### src/rtl/lfl_pkg.sv
// Shared types, constants and helper functions of the logic formula tokenizer.
// No dependencies; every other file of the block imports this package.
package lfl_pkg;

  localparam int OFFSET_BITS = 32;
  localparam int LENGTH_BITS = 16;
  localparam int LINE_BITS   = 24;
  localparam int COL_BITS    = 16;
  localparam int KIND_BITS   = 6;
  localparam int ERR_BITS    = 3;
  localparam int BURST_MAX   = 3;
  localparam int Q_DEPTH     = 4;
  localparam int Q_PTR_BITS  = $clog2(Q_DEPTH);

  localparam logic [LENGTH_BITS-1:0] LEN_MAX  = {LENGTH_BITS{1'b1}};
  localparam logic [LINE_BITS-1:0]   LINE_MAX = {LINE_BITS{1'b1}};
  localparam logic [COL_BITS-1:0]    COL_MAX  = {COL_BITS{1'b1}};

  localparam logic [KIND_BITS-1:0] K_TILDE_AMP = 6'd10;
  localparam logic [KIND_BITS-1:0] K_TILDE_BAR = 6'd11;
  localparam logic [KIND_BITS-1:0] K_TILDE     = 6'd12;
  localparam logic [KIND_BITS-1:0] K_NEQ       = 6'd13;
  localparam logic [KIND_BITS-1:0] K_BANG      = 6'd14;
  localparam logic [KIND_BITS-1:0] K_IMPL      = 6'd15;
  localparam logic [KIND_BITS-1:0] K_EQ        = 6'd16;
  localparam logic [KIND_BITS-1:0] K_EQUIV     = 6'd17;
  localparam logic [KIND_BITS-1:0] K_LE        = 6'd18;
  localparam logic [KIND_BITS-1:0] K_XOR       = 6'd19;
  localparam logic [KIND_BITS-1:0] K_DOT       = 6'd5;
  localparam logic [KIND_BITS-1:0] K_NAME      = 6'd20;
  localparam logic [KIND_BITS-1:0] K_DISTINCT  = 6'd21;
  localparam logic [KIND_BITS-1:0] K_DOLLAR    = 6'd22;
  localparam logic [KIND_BITS-1:0] K_INT       = 6'd23;
  localparam logic [KIND_BITS-1:0] K_REAL      = 6'd24;
  localparam logic [KIND_BITS-1:0] K_VAR       = 6'd25;
  localparam logic [KIND_BITS-1:0] K_KW        = 6'd26;
  localparam logic [KIND_BITS-1:0] K_ERROR     = 6'd31;
  localparam logic [KIND_BITS-1:0] K_END       = 6'd32;

  localparam logic [ERR_BITS-1:0] E_NONE     = 3'd0;
  localparam logic [ERR_BITS-1:0] E_UNEXP    = 3'd1;
  localparam logic [ERR_BITS-1:0] E_LT       = 3'd2;
  localparam logic [ERR_BITS-1:0] E_UNTERM   = 3'd3;
  localparam logic [ERR_BITS-1:0] E_EXPONENT = 3'd4;

  localparam logic CMD_BYTE = 1'b0;
  localparam logic CMD_END  = 1'b1;

  localparam int KW_NUM = 5;
  localparam logic [0:KW_NUM-1][0:6][7:0] KW_TEXT = '{
    '{"f", "o", "f", 8'h00, 8'h00, 8'h00, 8'h00},
    '{"c", "n", "f", 8'h00, 8'h00, 8'h00, 8'h00},
    '{"t", "h", "f", 8'h00, 8'h00, 8'h00, 8'h00},
    '{"t", "f", "f", 8'h00, 8'h00, 8'h00, 8'h00},
    '{"i", "n", "c", "l", "u", "d", "e"}
  };
  localparam logic [0:KW_NUM-1][2:0] KW_LEN = '{3'd3, 3'd3, 3'd3, 3'd3, 3'd7};

  typedef enum logic [4:0] {
    M_IDLE, M_COMMENT, M_SLASH, M_BLOCK, M_BLOCK_STAR, M_TILDE, M_BANG,
    M_EQ, M_LT, M_LT_EQ, M_LT_TILDE, M_SIGN, M_NUM_INT, M_NUM_DOT,
    M_NUM_FRAC, M_NUM_E, M_NUM_ESIGN, M_NUM_EXP, M_IDENT, M_DOLLAR,
    M_SQ, M_SQ_BS, M_DQ, M_DQ_BS
  } scan_mode_e;

  typedef struct packed {
    logic       command;
    logic [7:0] char_byte;
  } in_t;

  typedef struct packed {
    logic [KIND_BITS-1:0]   token_kind;
    logic [ERR_BITS-1:0]    error_code;
    logic [OFFSET_BITS-1:0] start_offset;
    logic [LENGTH_BITS-1:0] token_length;
    logic [LINE_BITS-1:0]   line_number;
    logic [COL_BITS-1:0]    column_number;
    logic                   last_of_run;
  } out_t;

  typedef struct packed {
    logic [KIND_BITS-1:0]   kind;
    logic [ERR_BITS-1:0]    err;
    logic [OFFSET_BITS-1:0] start;
    logic [LENGTH_BITS-1:0] len;
    logic [LINE_BITS-1:0]   line;
    logic [COL_BITS-1:0]    col;
  } tok_t;

  // All tokens caused by one input item, oldest in slot 0.
  typedef struct packed {
    tok_t [BURST_MAX-1:0] tok;
    logic [1:0]           cnt;
  } burst_t;

  function automatic logic [LENGTH_BITS-1:0] len_inc(input logic [LENGTH_BITS-1:0] v);
    return (v < LEN_MAX) ? v + 1'b1 : v;
  endfunction

  // Keywords still matching after character c at position idx.
  function automatic logic [KW_NUM-1:0] kw_keep(input logic [LENGTH_BITS-1:0] idx,
                                                input logic [7:0] c);
    logic [KW_NUM-1:0] m;
    m = '0;
    for (int k = 0; k < KW_NUM; k++) begin
      if (idx < LENGTH_BITS'(KW_LEN[k])) begin
        m[k] = (KW_TEXT[k][idx[2:0]] == c);
      end
    end
    return m;
  endfunction

  function automatic logic is_digit(input logic [7:0] c);
    return c >= "0" && c <= "9";
  endfunction

  function automatic logic is_upper(input logic [7:0] c);
    return c >= "A" && c <= "Z";
  endfunction

  function automatic logic is_alpha(input logic [7:0] c);
    return is_upper(c) || (c >= "a" && c <= "z");
  endfunction

  function automatic logic is_word(input logic [7:0] c);
    return is_alpha(c) || is_digit(c) || c == "_";
  endfunction

endpackage

### src/rtl/lfl_front.sv
// Scanner front end: accepts one byte or end command per transfer, advances the
// scan state and builds the burst of tokens it completes. Uses lfl_pkg.
module lfl_front (
  input  logic          clk_i,
  input  logic          rst_ni,
  input  logic          take_i,
  input  lfl_pkg::in_t  item_i,
  output lfl_pkg::burst_t burst_o
);
  import lfl_pkg::*;

  scan_mode_e             mode_q, mode_d;
  logic [OFFSET_BITS-1:0] tstart_q, tstart_d, off_q, off_d, hoff_q, hoff_d;
  logic [LENGTH_BITS-1:0] tlen_q, tlen_d;
  logic [COL_BITS-1:0]    tcol_q, tcol_d, hcol_q, hcol_d, col_q, col_d;
  logic [LINE_BITS-1:0]   line_q, line_d;
  logic                   hvalid_q, hvalid_d, upper_q, upper_d, sfe_q, sfe_d;
  logic [KW_NUM-1:0]      hits_q, hits_d;

  tok_t [BURST_MAX-1:0]   em;
  logic [1:0]             n;

  function automatic tok_t mk(input logic [KIND_BITS-1:0] kind,
                              input logic [ERR_BITS-1:0] err,
                              input logic [OFFSET_BITS-1:0] start,
                              input logic [LENGTH_BITS-1:0] len,
                              input logic [COL_BITS-1:0] col,
                              input logic [LINE_BITS-1:0] line);
    tok_t t;
    t.kind  = kind;
    t.err   = err;
    t.start = start;
    t.len   = len;
    t.line  = line;
    t.col   = col;
    return t;
  endfunction

  always_comb begin
    logic [7:0]           c;
    logic                 fin, beg;
    logic [KIND_BITS-1:0] kk;
    c        = item_i.char_byte;
    fin      = 1'b0;
    beg      = 1'b0;
    kk       = K_NAME;
    mode_d   = mode_q;
    tstart_d = tstart_q;
    tlen_d   = tlen_q;
    tcol_d   = tcol_q;
    hoff_d   = hoff_q;
    hcol_d   = hcol_q;
    hvalid_d = hvalid_q;
    hits_d   = hits_q;
    upper_d  = upper_q;
    sfe_d    = sfe_q;
    off_d    = off_q;
    line_d   = line_q;
    col_d    = col_q;
    em       = '0;
    n        = '0;

    if (item_i.command == CMD_END) begin
      fin = 1'b1;
    end else begin
      case (mode_q)
        M_IDLE:    beg = 1'b1;
        M_COMMENT: if (c == 8'h0A) mode_d = M_IDLE;
        M_SLASH: begin
          if (c == "*") mode_d = M_BLOCK;
          else fin = 1'b1;
        end
        M_BLOCK:   if (c == "*") mode_d = M_BLOCK_STAR;
        M_BLOCK_STAR: begin
          if (c == "/") mode_d = M_IDLE;
          else if (c != "*") mode_d = M_BLOCK;
        end
        M_TILDE: begin
          if (c == "&" || c == "|") begin
            tlen_d = len_inc(tlen_q);
            em[n] = mk((c == "&") ? K_TILDE_AMP : K_TILDE_BAR, E_NONE, tstart_q, tlen_d,
                       tcol_q, line_q);
            n = n + 2'd1;
            mode_d = M_IDLE;
          end else fin = 1'b1;
        end
        M_BANG, M_EQ: begin
          if ((mode_q == M_BANG && c == "=") || (mode_q == M_EQ && c == ">")) begin
            tlen_d = len_inc(tlen_q);
            em[n] = mk((mode_q == M_BANG) ? K_NEQ : K_IMPL, E_NONE, tstart_q, tlen_d,
                       tcol_q, line_q);
            n = n + 2'd1;
            mode_d = M_IDLE;
          end else fin = 1'b1;
        end
        M_LT: begin
          if (c == "=" || c == "~") begin
            tlen_d = len_inc(tlen_q);
            mode_d = (c == "=") ? M_LT_EQ : M_LT_TILDE;
          end else fin = 1'b1;
        end
        M_LT_EQ, M_LT_TILDE: begin
          if (c == ">") begin
            tlen_d = len_inc(tlen_q);
            em[n] = mk((mode_q == M_LT_EQ) ? K_EQUIV : K_XOR, E_NONE, tstart_q, tlen_d,
                       tcol_q, line_q);
            n = n + 2'd1;
            mode_d = M_IDLE;
          end else fin = 1'b1;
        end
        M_SIGN: begin
          if (is_digit(c)) begin
            tlen_d = len_inc(tlen_q);
            mode_d = M_NUM_INT;
          end else fin = 1'b1;
        end
        M_NUM_INT, M_NUM_FRAC: begin
          if (is_digit(c)) tlen_d = len_inc(tlen_q);
          else if (c == "e" || c == "E") begin
            tlen_d = len_inc(tlen_q);
            sfe_d  = 1'b1;
            mode_d = M_NUM_E;
          end else if (c == "." && mode_q == M_NUM_INT) begin
            hvalid_d = 1'b1;
            hoff_d   = off_q;
            hcol_d   = col_q;
            mode_d   = M_NUM_DOT;
          end else fin = 1'b1;
        end
        M_NUM_DOT: begin
          if (is_digit(c)) begin
            tlen_d   = len_inc(len_inc(tlen_q));
            sfe_d    = 1'b1;
            hvalid_d = 1'b0;
            mode_d   = M_NUM_FRAC;
          end else fin = 1'b1;
        end
        M_NUM_E: begin
          if (c == "+" || c == "-") begin
            tlen_d = len_inc(tlen_q);
            mode_d = M_NUM_ESIGN;
          end else if (is_digit(c)) begin
            tlen_d = len_inc(tlen_q);
            mode_d = M_NUM_EXP;
          end else fin = 1'b1;
        end
        M_NUM_ESIGN, M_NUM_EXP: begin
          if (is_digit(c)) begin
            tlen_d = len_inc(tlen_q);
            mode_d = M_NUM_EXP;
          end else fin = 1'b1;
        end
        M_IDENT: begin
          if (is_word(c)) begin
            hits_d = hits_q & kw_keep(tlen_q, c);
            tlen_d = len_inc(tlen_q);
          end else fin = 1'b1;
        end
        M_DOLLAR: begin
          if (is_word(c)) tlen_d = len_inc(tlen_q);
          else fin = 1'b1;
        end
        M_SQ, M_DQ: begin
          tlen_d = len_inc(tlen_q);
          if ((mode_q == M_SQ && c == "'") || (mode_q == M_DQ && c == "\"")) begin
            em[n] = mk((mode_q == M_SQ) ? K_NAME : K_DISTINCT, E_NONE, tstart_q, tlen_d,
                       tcol_q, line_q);
            n = n + 2'd1;
            mode_d = M_IDLE;
          end else if (c == "\\") begin
            mode_d = (mode_q == M_SQ) ? M_SQ_BS : M_DQ_BS;
          end
        end
        M_SQ_BS, M_DQ_BS: begin
          // escaped quote just counts; anything else is rescanned inside the string
          tlen_d = len_inc(tlen_q);
          if ((mode_q == M_SQ_BS && c == "'") || (mode_q == M_DQ_BS && c == "\"")) begin
            mode_d = (mode_q == M_SQ_BS) ? M_SQ : M_DQ;
          end else if (c == "\\") begin
            mode_d = mode_q;
          end else begin
            mode_d = (mode_q == M_SQ_BS) ? M_SQ : M_DQ;
          end
        end
        default: beg = 1'b1;
      endcase
    end

    if (fin) begin
      case (mode_q)
        M_SLASH, M_SIGN: begin
          em[n] = mk(K_ERROR, E_UNEXP, tstart_q, tlen_q, tcol_q, line_q);
          n = n + 2'd1;
        end
        M_TILDE, M_BANG, M_EQ, M_LT_EQ, M_DOLLAR: begin
          case (mode_q)
            M_TILDE: kk = K_TILDE;
            M_BANG:  kk = K_BANG;
            M_EQ:    kk = K_EQ;
            M_LT_EQ: kk = K_LE;
            default: kk = K_DOLLAR;
          endcase
          em[n] = mk(kk, E_NONE, tstart_q, tlen_q, tcol_q, line_q);
          n = n + 2'd1;
        end
        M_LT, M_LT_TILDE: begin
          em[n] = mk(K_ERROR, E_LT, tstart_q, tlen_q, tcol_q, line_q);
          n = n + 2'd1;
        end
        M_NUM_INT, M_NUM_FRAC, M_NUM_EXP, M_NUM_DOT: begin
          em[n] = mk(sfe_q ? K_REAL : K_INT, E_NONE, tstart_q, tlen_q, tcol_q, line_q);
          n = n + 2'd1;
          if (mode_q == M_NUM_DOT && hvalid_q) begin
            em[n] = mk(K_DOT, E_NONE, hoff_q, LENGTH_BITS'(1), hcol_q, line_q);
            n = n + 2'd1;
          end
        end
        M_NUM_E, M_NUM_ESIGN: begin
          em[n] = mk(K_ERROR, E_EXPONENT, tstart_q, tlen_q, tcol_q, line_q);
          n = n + 2'd1;
        end
        M_IDENT: begin
          kk = upper_q ? K_VAR : K_NAME;
          for (int k = KW_NUM - 1; k >= 0; k--) begin
            if (hits_q[k] && tlen_q == LENGTH_BITS'(KW_LEN[k])) kk = K_KW + KIND_BITS'(k);
          end
          em[n] = mk(kk, E_NONE, tstart_q, tlen_q, tcol_q, line_q);
          n = n + 2'd1;
        end
        M_SQ, M_SQ_BS, M_DQ, M_DQ_BS: begin
          em[n] = mk(K_ERROR, E_UNTERM, tstart_q, tlen_q, tcol_q, line_q);
          n = n + 2'd1;
        end
        default: ;
      endcase
      hvalid_d = 1'b0;
      mode_d   = M_IDLE;
      if (item_i.command == CMD_BYTE) beg = 1'b1;
    end

    if (beg) begin
      tstart_d = off_q;
      tcol_d   = col_q;
      tlen_d   = LENGTH_BITS'(1);
      mode_d   = M_IDLE;
      kk       = '0;
      case (c)
        "(", ")", "[", "]", ",", ".", ":", "&", "|", "?": begin
          case (c)
            "(":     kk = 6'd0;
            ")":     kk = 6'd1;
            "[":     kk = 6'd2;
            "]":     kk = 6'd3;
            ",":     kk = 6'd4;
            ".":     kk = K_DOT;
            ":":     kk = 6'd6;
            "&":     kk = 6'd7;
            "|":     kk = 6'd8;
            default: kk = 6'd9;
          endcase
          em[n] = mk(kk, E_NONE, off_q, LENGTH_BITS'(1), col_q, line_q);
          n = n + 2'd1;
        end
        " ", "\t", 8'h0D, 8'h0A: ;
        "%":  mode_d = M_COMMENT;
        "/":  mode_d = M_SLASH;
        "~":  mode_d = M_TILDE;
        "!":  mode_d = M_BANG;
        "=":  mode_d = M_EQ;
        "<":  mode_d = M_LT;
        "+", "-": begin
          mode_d = M_SIGN;
          sfe_d  = 1'b0;
        end
        "'":  mode_d = M_SQ;
        "\"": mode_d = M_DQ;
        "$":  mode_d = M_DOLLAR;
        default: begin
          if (is_digit(c)) begin
            mode_d = M_NUM_INT;
            sfe_d  = 1'b0;
          end else if (is_alpha(c) || c == "_") begin
            mode_d  = M_IDENT;
            hits_d  = kw_keep('0, c);
            upper_d = is_upper(c) || c == "_";
          end else begin
            em[n] = mk(K_ERROR, E_UNEXP, off_q, LENGTH_BITS'(1), col_q, line_q);
            n = n + 2'd1;
          end
        end
      endcase
    end

    if (item_i.command == CMD_END) begin
      em[n] = mk(K_END, E_NONE, off_q, '0, col_q, line_q);
      n = n + 2'd1;
      mode_d   = M_IDLE;
      tstart_d = '0;
      tlen_d   = '0;
      tcol_d   = COL_BITS'(1);
      hoff_d   = '0;
      hcol_d   = '0;
      hvalid_d = 1'b0;
      hits_d   = '1;
      upper_d  = 1'b0;
      sfe_d    = 1'b0;
      off_d    = '0;
      line_d   = LINE_BITS'(1);
      col_d    = COL_BITS'(1);
    end else begin
      off_d = off_q + 1'b1;
      if (c == 8'h0A) begin
        col_d = COL_BITS'(1);
        if (line_q < LINE_MAX) line_d = line_q + 1'b1;
      end else if (col_q < COL_MAX) begin
        col_d = col_q + 1'b1;
      end
    end
    burst_o.tok = em;
    burst_o.cnt = n;
  end

  always_ff @(posedge clk_i or negedge rst_ni) begin
    if (!rst_ni) begin
      mode_q   <= M_IDLE;
      tstart_q <= '0;
      tlen_q   <= '0;
      tcol_q   <= COL_BITS'(1);
      hoff_q   <= '0;
      hcol_q   <= '0;
      hvalid_q <= 1'b0;
      hits_q   <= '1;
      upper_q  <= 1'b0;
      sfe_q    <= 1'b0;
      off_q    <= '0;
      line_q   <= LINE_BITS'(1);
      col_q    <= COL_BITS'(1);
    end else if (take_i) begin
      mode_q   <= mode_d;
      tstart_q <= tstart_d;
      tlen_q   <= tlen_d;
      tcol_q   <= tcol_d;
      hoff_q   <= hoff_d;
      hcol_q   <= hcol_d;
      hvalid_q <= hvalid_d;
      hits_q   <= hits_d;
      upper_q  <= upper_d;
      sfe_q    <= sfe_d;
      off_q    <= off_d;
      line_q   <= line_d;
      col_q    <= col_d;
    end
  end

endmodule

### src/rtl/lfl_fifo.sv
// Short queue of token bursts between scanner front end and output stage.
// Uses lfl_pkg for the burst type and depth.
module lfl_fifo (
  input  logic            clk_i,
  input  logic            rst_ni,
  input  logic            push_i,
  input  lfl_pkg::burst_t data_i,
  output logic            full_o,
  input  logic            pop_i,
  output logic            empty_o,
  output lfl_pkg::burst_t data_o
);
  import lfl_pkg::*;

  burst_t                mem_q [Q_DEPTH];
  logic [Q_PTR_BITS-1:0] wr_q, rd_q;
  logic [Q_PTR_BITS:0]   cnt_q;

  assign full_o  = (cnt_q == (Q_PTR_BITS+1)'(Q_DEPTH));
  assign empty_o = (cnt_q == '0);
  assign data_o  = mem_q[rd_q];

  always_ff @(posedge clk_i) begin
    if (push_i) mem_q[wr_q] <= data_i;
  end

  always_ff @(posedge clk_i or negedge rst_ni) begin
    if (!rst_ni) begin
      wr_q  <= '0;
      rd_q  <= '0;
      cnt_q <= '0;
    end else begin
      if (push_i) wr_q <= wr_q + 1'b1;
      if (pop_i)  rd_q <= rd_q + 1'b1;
      cnt_q <= cnt_q + (Q_PTR_BITS+1)'(push_i) - (Q_PTR_BITS+1)'(pop_i);
    end
  end

  a_no_overflow: assert property (@(posedge clk_i) disable iff (!rst_ni)
    !(push_i && full_o)) else $error("burst queue overflow");
  a_no_underflow: assert property (@(posedge clk_i) disable iff (!rst_ni)
    !(pop_i && empty_o)) else $error("burst queue underflow");
  a_count_range: assert property (@(posedge clk_i) disable iff (!rst_ni)
    cnt_q <= (Q_PTR_BITS+1)'(Q_DEPTH)) else $error("burst queue count out of range");
  a_push_nonempty: assert property (@(posedge clk_i) disable iff (!rst_ni)
    push_i |-> data_i.cnt != 2'd0) else $error("empty burst queued");

endmodule

### src/rtl/lfl_back.sv
// Output stage: takes bursts from the queue and hands out their tokens one per
// transfer, marking the last token of each burst. Uses lfl_pkg.
module lfl_back (
  input  logic            clk_i,
  input  logic            rst_ni,
  input  logic            empty_i,
  input  lfl_pkg::burst_t burst_i,
  output logic            pop_o,
  output logic            out_valid_o,
  input  logic            out_ready_i,
  output lfl_pkg::out_t   out_data_o
);
  import lfl_pkg::*;

  burst_t     cur_q;
  logic       valid_q;
  logic [1:0] idx_q;
  logic       last;
  tok_t       t;

  assign last        = (idx_q == cur_q.cnt - 2'd1);
  assign t           = cur_q.tok[idx_q];
  assign out_valid_o = valid_q;
  assign pop_o       = !empty_i && (!valid_q || (out_ready_i && last));

  always_comb begin
    out_data_o.token_kind    = t.kind;
    out_data_o.error_code    = t.err;
    out_data_o.start_offset  = t.start;
    out_data_o.token_length  = t.len;
    out_data_o.line_number   = t.line;
    out_data_o.column_number = t.col;
    out_data_o.last_of_run   = last;
  end

  always_ff @(posedge clk_i) begin
    if (pop_o) cur_q <= burst_i;
  end

  always_ff @(posedge clk_i or negedge rst_ni) begin
    if (!rst_ni) begin
      valid_q <= 1'b0;
      idx_q   <= '0;
    end else if (pop_o) begin
      valid_q <= 1'b1;
      idx_q   <= '0;
    end else if (valid_q && out_ready_i) begin
      if (last) valid_q <= 1'b0;
      else idx_q <= idx_q + 2'd1;
    end
  end

  a_idx_in_burst: assert property (@(posedge clk_i) disable iff (!rst_ni)
    valid_q |-> idx_q < cur_q.cnt) else $error("token index past burst end");
  a_hold_stall: assert property (@(posedge clk_i) disable iff (!rst_ni)
    valid_q && !out_ready_i |=> valid_q && $stable(idx_q))
    else $error("stalled token dropped");
  a_advance: assert property (@(posedge clk_i) disable iff (!rst_ni)
    valid_q && out_ready_i && !last |=> valid_q && idx_q == $past(idx_q) + 2'd1)
    else $error("burst token skipped");

endmodule

### src/rtl/logic_formula_tokenizer.sv
// Streaming tokenizer for first-order formula text. One source byte or end
// command is taken per transfer, up to one per cycle while the queue is not
// full; the front end scans it in the cycle it is taken and queues the one to
// three tokens it completes, if any, as one burst in a four-entry queue. The
// output stage hands out one token per cycle while out_ready_i is high; items
// yielding at most one token thus sustain one per cycle, bursts go at its pace.
// Depends on lfl_pkg, lfl_front, lfl_fifo and lfl_back.
module logic_formula_tokenizer (
  input  logic          clk_i,
  input  logic          rst_ni,
  input  logic          in_valid_i,
  output logic          in_ready_o,
  input  lfl_pkg::in_t  in_data_i,
  output logic          out_valid_o,
  input  logic          out_ready_i,
  output lfl_pkg::out_t out_data_o
);
  import lfl_pkg::*;

  burst_t fr_burst, q_burst;
  logic   take, q_full, q_empty, q_pop;

  assign in_ready_o = !q_full;
  assign take       = in_valid_i && in_ready_o;

  lfl_front u_front (
    .clk_i   (clk_i),
    .rst_ni  (rst_ni),
    .take_i  (take),
    .item_i  (in_data_i),
    .burst_o (fr_burst)
  );

  lfl_fifo u_fifo (
    .clk_i   (clk_i),
    .rst_ni  (rst_ni),
    .push_i  (take && fr_burst.cnt != 2'd0),
    .data_i  (fr_burst),
    .full_o  (q_full),
    .pop_i   (q_pop),
    .empty_o (q_empty),
    .data_o  (q_burst)
  );

  lfl_back u_back (
    .clk_i       (clk_i),
    .rst_ni      (rst_ni),
    .empty_i     (q_empty),
    .burst_i     (q_burst),
    .pop_o       (q_pop),
    .out_valid_o (out_valid_o),
    .out_ready_i (out_ready_i),
    .out_data_o  (out_data_o)
  );

endmodule

### config.mk
export PLATFORM = sky130hd
export DESIGN_NAME = logic_formula_tokenizer
export DESIGN_NICKNAME = d
export VERILOG_FILES = /design/src/rtl/lfl_pkg.sv /design/src/rtl/lfl_front.sv /design/src/rtl/lfl_fifo.sv /design/src/rtl/lfl_back.sv /design/src/rtl/logic_formula_tokenizer.sv
export SDC_FILE = /design/constraint.sdc
export NUM_CORES = 2
export LEC_CHECK = 0
export BUFFER_PORTS_ARGS = -buffer_cell sky130_fd_sc_hd__buf_4
export CAP_MARGIN = 30
export CORE_MARGIN = 8
export CORE_UTILIZATION = 25
export CTS_CLUSTER_DIAMETER = 30
export DETAILED_ROUTE_END_ITERATION = 6
export PLACE_DENSITY = 0.5
export SYNTH_ARGS = -nofsm -noshare
export SYNTH_HDL_FRONTEND = slang
export SYNTH_HIERARCHICAL = 1
export SYNTH_SLANG_ARGS = --single-unit
export TNS_END_PERCENT = 50
### constraint.sdc
create_clock -name clk_i -period 25.3 [get_ports clk_i]
set_clock_uncertainty 0.05 [all_clocks]
set_input_delay 1.265 -clock clk_i [delete_from_list [all_inputs] [get_ports clk_i]]
set_output_delay 1.265 -clock clk_i [all_outputs]
set_load 0.005 [all_outputs]
==> flow_metrics.tcl <==
set metrics [dict create \
    r2r_setup_slack_ns 16.58 \
    start_kind "input port" \
    numCtsBuffers 360 \
    seq_area_frac_synth 0.707 \
    gp_congestion 0.847 \
    grt_max_degree 139 \
    worst-path-max-fanout 137 \
    reg2regPathDepth 23 \
    antenna_left 0 \
    synth_top_area_frac 0.632 \
    postCtsSetupBuffers 0 \
    maxCapViolCount 0 \
    wl_um 183000 \
    cp.required_ns 25.77 \
    dp_hpwl_um 105000 \
    power_density_nw_per_um2 129 \
    clock_latency_ns 0.90 \
    yosys-top-cells-area "edfxtp_1 63%, dfrtp_1 7.2%, mux4_2 6.8%, mux4_1 3.1%, nand2_1 2.0%" \
    fp.dieH_um 543 \
    firstDrtPassIters 6 \
    synth_flop_cell "edfxtp_1" \
    drv_slew 0 \
    io_buffer_count 112 \
    min_path_type "input port to async pin" \
    synth_area_per_cell_sq_um 16.5 \
    row_count 193 \
    pre_cts_slack_ns 15.38 \
    drive_gt1_frac 0.218 \
    final_nets 4535 \
    fin_area_sq_um 86400 \
    fill_cells 27000 \
    max_clock_freq_mhz 111 \
    wire_per_inst_um 21.6 \
    grt-ovfl-total 0 \
    grt_pass1_vias 40200 \
    cts_tree "done" \
    worst_slew_pin_slew_ns 1.18 \
    die-width_um 543 \
    syn_inst 4219 \
    dr.first_iter.drc_count 2734 \
    startpoint "in_data_i[7]" \
    ctsResizeCount 0 \
    grt_pass1_wl_um 268000 \
    setup_tns_ns 0 \
    synth_area_leader_cell "edfxtp_1" \
    grt_use_total 0.120 \
    setup_viol 0 \
    ios 113 \
    ys_ff_latch 1672 \
    clock-sinks 1672 \
    route.detailed.drc 0 \
    synthArstFlopShare 0.124 \
    crit_path_end_kind "register" \
    initial_utilization 0.251 \
    worst_slack_ns 16.33 \
    clockBufferDepth 4 \
    synth_most_common_cell "edfxtp_1" \
    final_hold_viol_count 0 \
    vias 38700 \
    post_drt_via_cell_ratio 4.56 \
    clk_pin_slew_worst_paths_ns 0.04 \
    cp.arrival_ns 9.44 \
    relSlewSlack 0.216 \
    antenna_found_initial 5 \
    path_class "input port to register" \
    die-area_sq_um 295000 \
    rr_startpoint "u_front/mode_q[0]$_DFFE_PN0P_" \
    place_area_sq_um 74300 \
    vdd_drop_max_mv 0.0810 \
    coreArea_sq_um 277000 \
    rsz0062_at_grt "false" \
    area_delta_synth_final_pct 24.2 \
    synth.cell_area_sq_um 69600 \
    status "completed" \
    fin_crit_ns 8.97 \
    h-tree-depth 5 \
    min_period_over_period 0.355 \
    synthTopCellsByCount "1465 x edfxtp_1, 377 x nand2_1, 210 x mux4_2" \
    hold_buffers 0 \
    power_leakage_uw 0.0296 \
    cts_root_buf "clkbuf_16" \
    synth_edf_count 1465 \
    synth_cell_type_count 103 \
    yosys_warnings 6 \
]
-- power by group --
part / internal [uW] / switching (uW)
clock network: 3140 / 1430
logic: 934 / 1570
registers: 3850 / 201
total: 7920 / 3200
-- cell families (layout without fill, tap and decap cells) --
logic type,Yosys count,in the layout,synth area share
AND/OR/NAND/NOR,1005,1005,0.0714
multiplexers,404,404,0.115
XOR/XNOR,90,90,0.0114
other,1,36,0.0000539
adder cells (fa/ha/maj),26,26,0.00478
AO/OA/AOI/OAI,667,667,0.0629
buffers and inverters,354,878,0.0270
flip-flops,1672,1672,0.707
-- worst paths after layout --
kind,to
hold / removal,u_front/off_q[7]$_DFFE_PN0P_
setup / recovery,u_fifo/mem_q[1][221]$_DFFE_PP_
min in group clk_i,u_front/tcol_q[0]$_DFFE_PN1P_
max in group asynchronous,u_back/idx_q[0]$_DFFE_PN0P_
hold reg to reg,u_front/tcol_q[0]$_DFFE_PN1P_
setup reg to reg,u_fifo/mem_q[1][221]$_DFFE_PP_
-- worst max-delay path: stages --
cell,delay (ns)
buf_4,0.15
or4b_1,0.80
nor3_1,0.50
o21bai_1,0.23
nand4_1,0.17
and2_1,0.64
inv_1,0.21
ha_1,0.37
a22o_1,0.21
o21ai_0,0.17
nand2_1,0.09
o21ai_1,0.34
ha_1,0.31
mux2i_1,0.25
inv_1,0.12
ha_1,0.31
nand2_1,0.07
o21a_1,0.22
o21a_1,0.30
and2_4,0.20
buf_12,0.69
buf_4,0.80
buf_4,0.83
-- final cells by class --
cell class / instances / area, sq um / area share
clock buffer: 422 / 9620 / 0.111
multi-input combinational: 2226 / 18700 / 0.217
inverter: 40 / 150 / 0.00174
timing repair buffer: 196 / 1620 / 0.0188
sequential: 1672 / 49200 / 0.570
tap: 3705 / 4640 / 0.0537
antenna: 2 / 5.00 / 0.0000580
clock inverter: 220 / 2390 / 0.0276
-- metrics by stage --
stage	hold WS, ns	std cells	utilization	power, uW
3_3_place_gp	0.412	7828	0.268	6660
5_1_grt	0.234	8482	0.312	11600
2_1_floorplan	0.390	4252	-	5820
4_1_cts	0.216	8477	0.312	11300
3_5_place_dp	0.421	7835	0.268	6710
6_report	0.267	8483	0.312	11100
-- registers in the layout, indices dropped and copies added (netlist names) --
| register | cells |
|---|---|
| u_fifo/wr_q | 2 |
| u_back/cur_q | 293 |
| u_front/upper_q | 1 |
| u_front/hoff_q | 32 |
| u_front/hvalid_q | 1 |
| u_front/mode_q | 5 |
| u_front/hits_q | 5 |
| u_front/tlen_q | 16 |
| u_front/sfe_q | 1 |
| u_front/tstart_q | 32 |
| u_front/line_q | 24 |
| u_back/idx_q | 2 |
| u_front/col_q | 16 |
| u_fifo/mem_q | 1172 |
| u_front/tcol_q | 16 |
| u_front/hcol_q | 16 |
| u_back/out_valid_o | 1 |
| u_fifo/cnt_q | 3 |
| u_fifo/rd_q | 2 |
| u_front/off_q | 32 |
-- cell usage in the layout (no fill, tap or decap), drive strengths merged, types with 11 or more instances in the layout --
master | Yosys | final
a31oi | 11 | 11
nand2 | 377 | 377
ha | 25 | 25
buf | 173 | 195
nor4 | 22 | 22
clkinv | 0 | 124
xnor2 | 47 | 47
nand3 | 69 | 69
a31o | 15 | 15
or3 | 15 | 15
bufinv | 0 | 45
nand2b | 19 | 19
conb | 1 | 34
nor2 | 176 | 176
mux4 | 293 | 293
inv | 40 | 51
a22o | 100 | 100
and3 | 35 | 35
dfrtp | 199 | 199
a211oi | 11 | 11
o31ai | 11 | 11
xor2 | 43 | 43
o21ai | 293 | 293
mux2i | 106 | 106
a21oi | 88 | 88
and2 | 69 | 69
clkinvlp | 0 | 40
nand4 | 33 | 33
nor3 | 33 | 33
edfxtp | 1465 | 1465
nor2b | 89 | 89
clkbuf | 141 | 423
-- layer usage --
layer  track usage  wire length [um]  vias to the layer above
li1              -                 -                    17200
met1         0.159             81700                    20100
met2         0.197             87300                     1069
met3        0.0292             10200                      282
met4        0.0346              4010                        0
met5             0                 0                        -
Power figures use the tool's default switching activity.
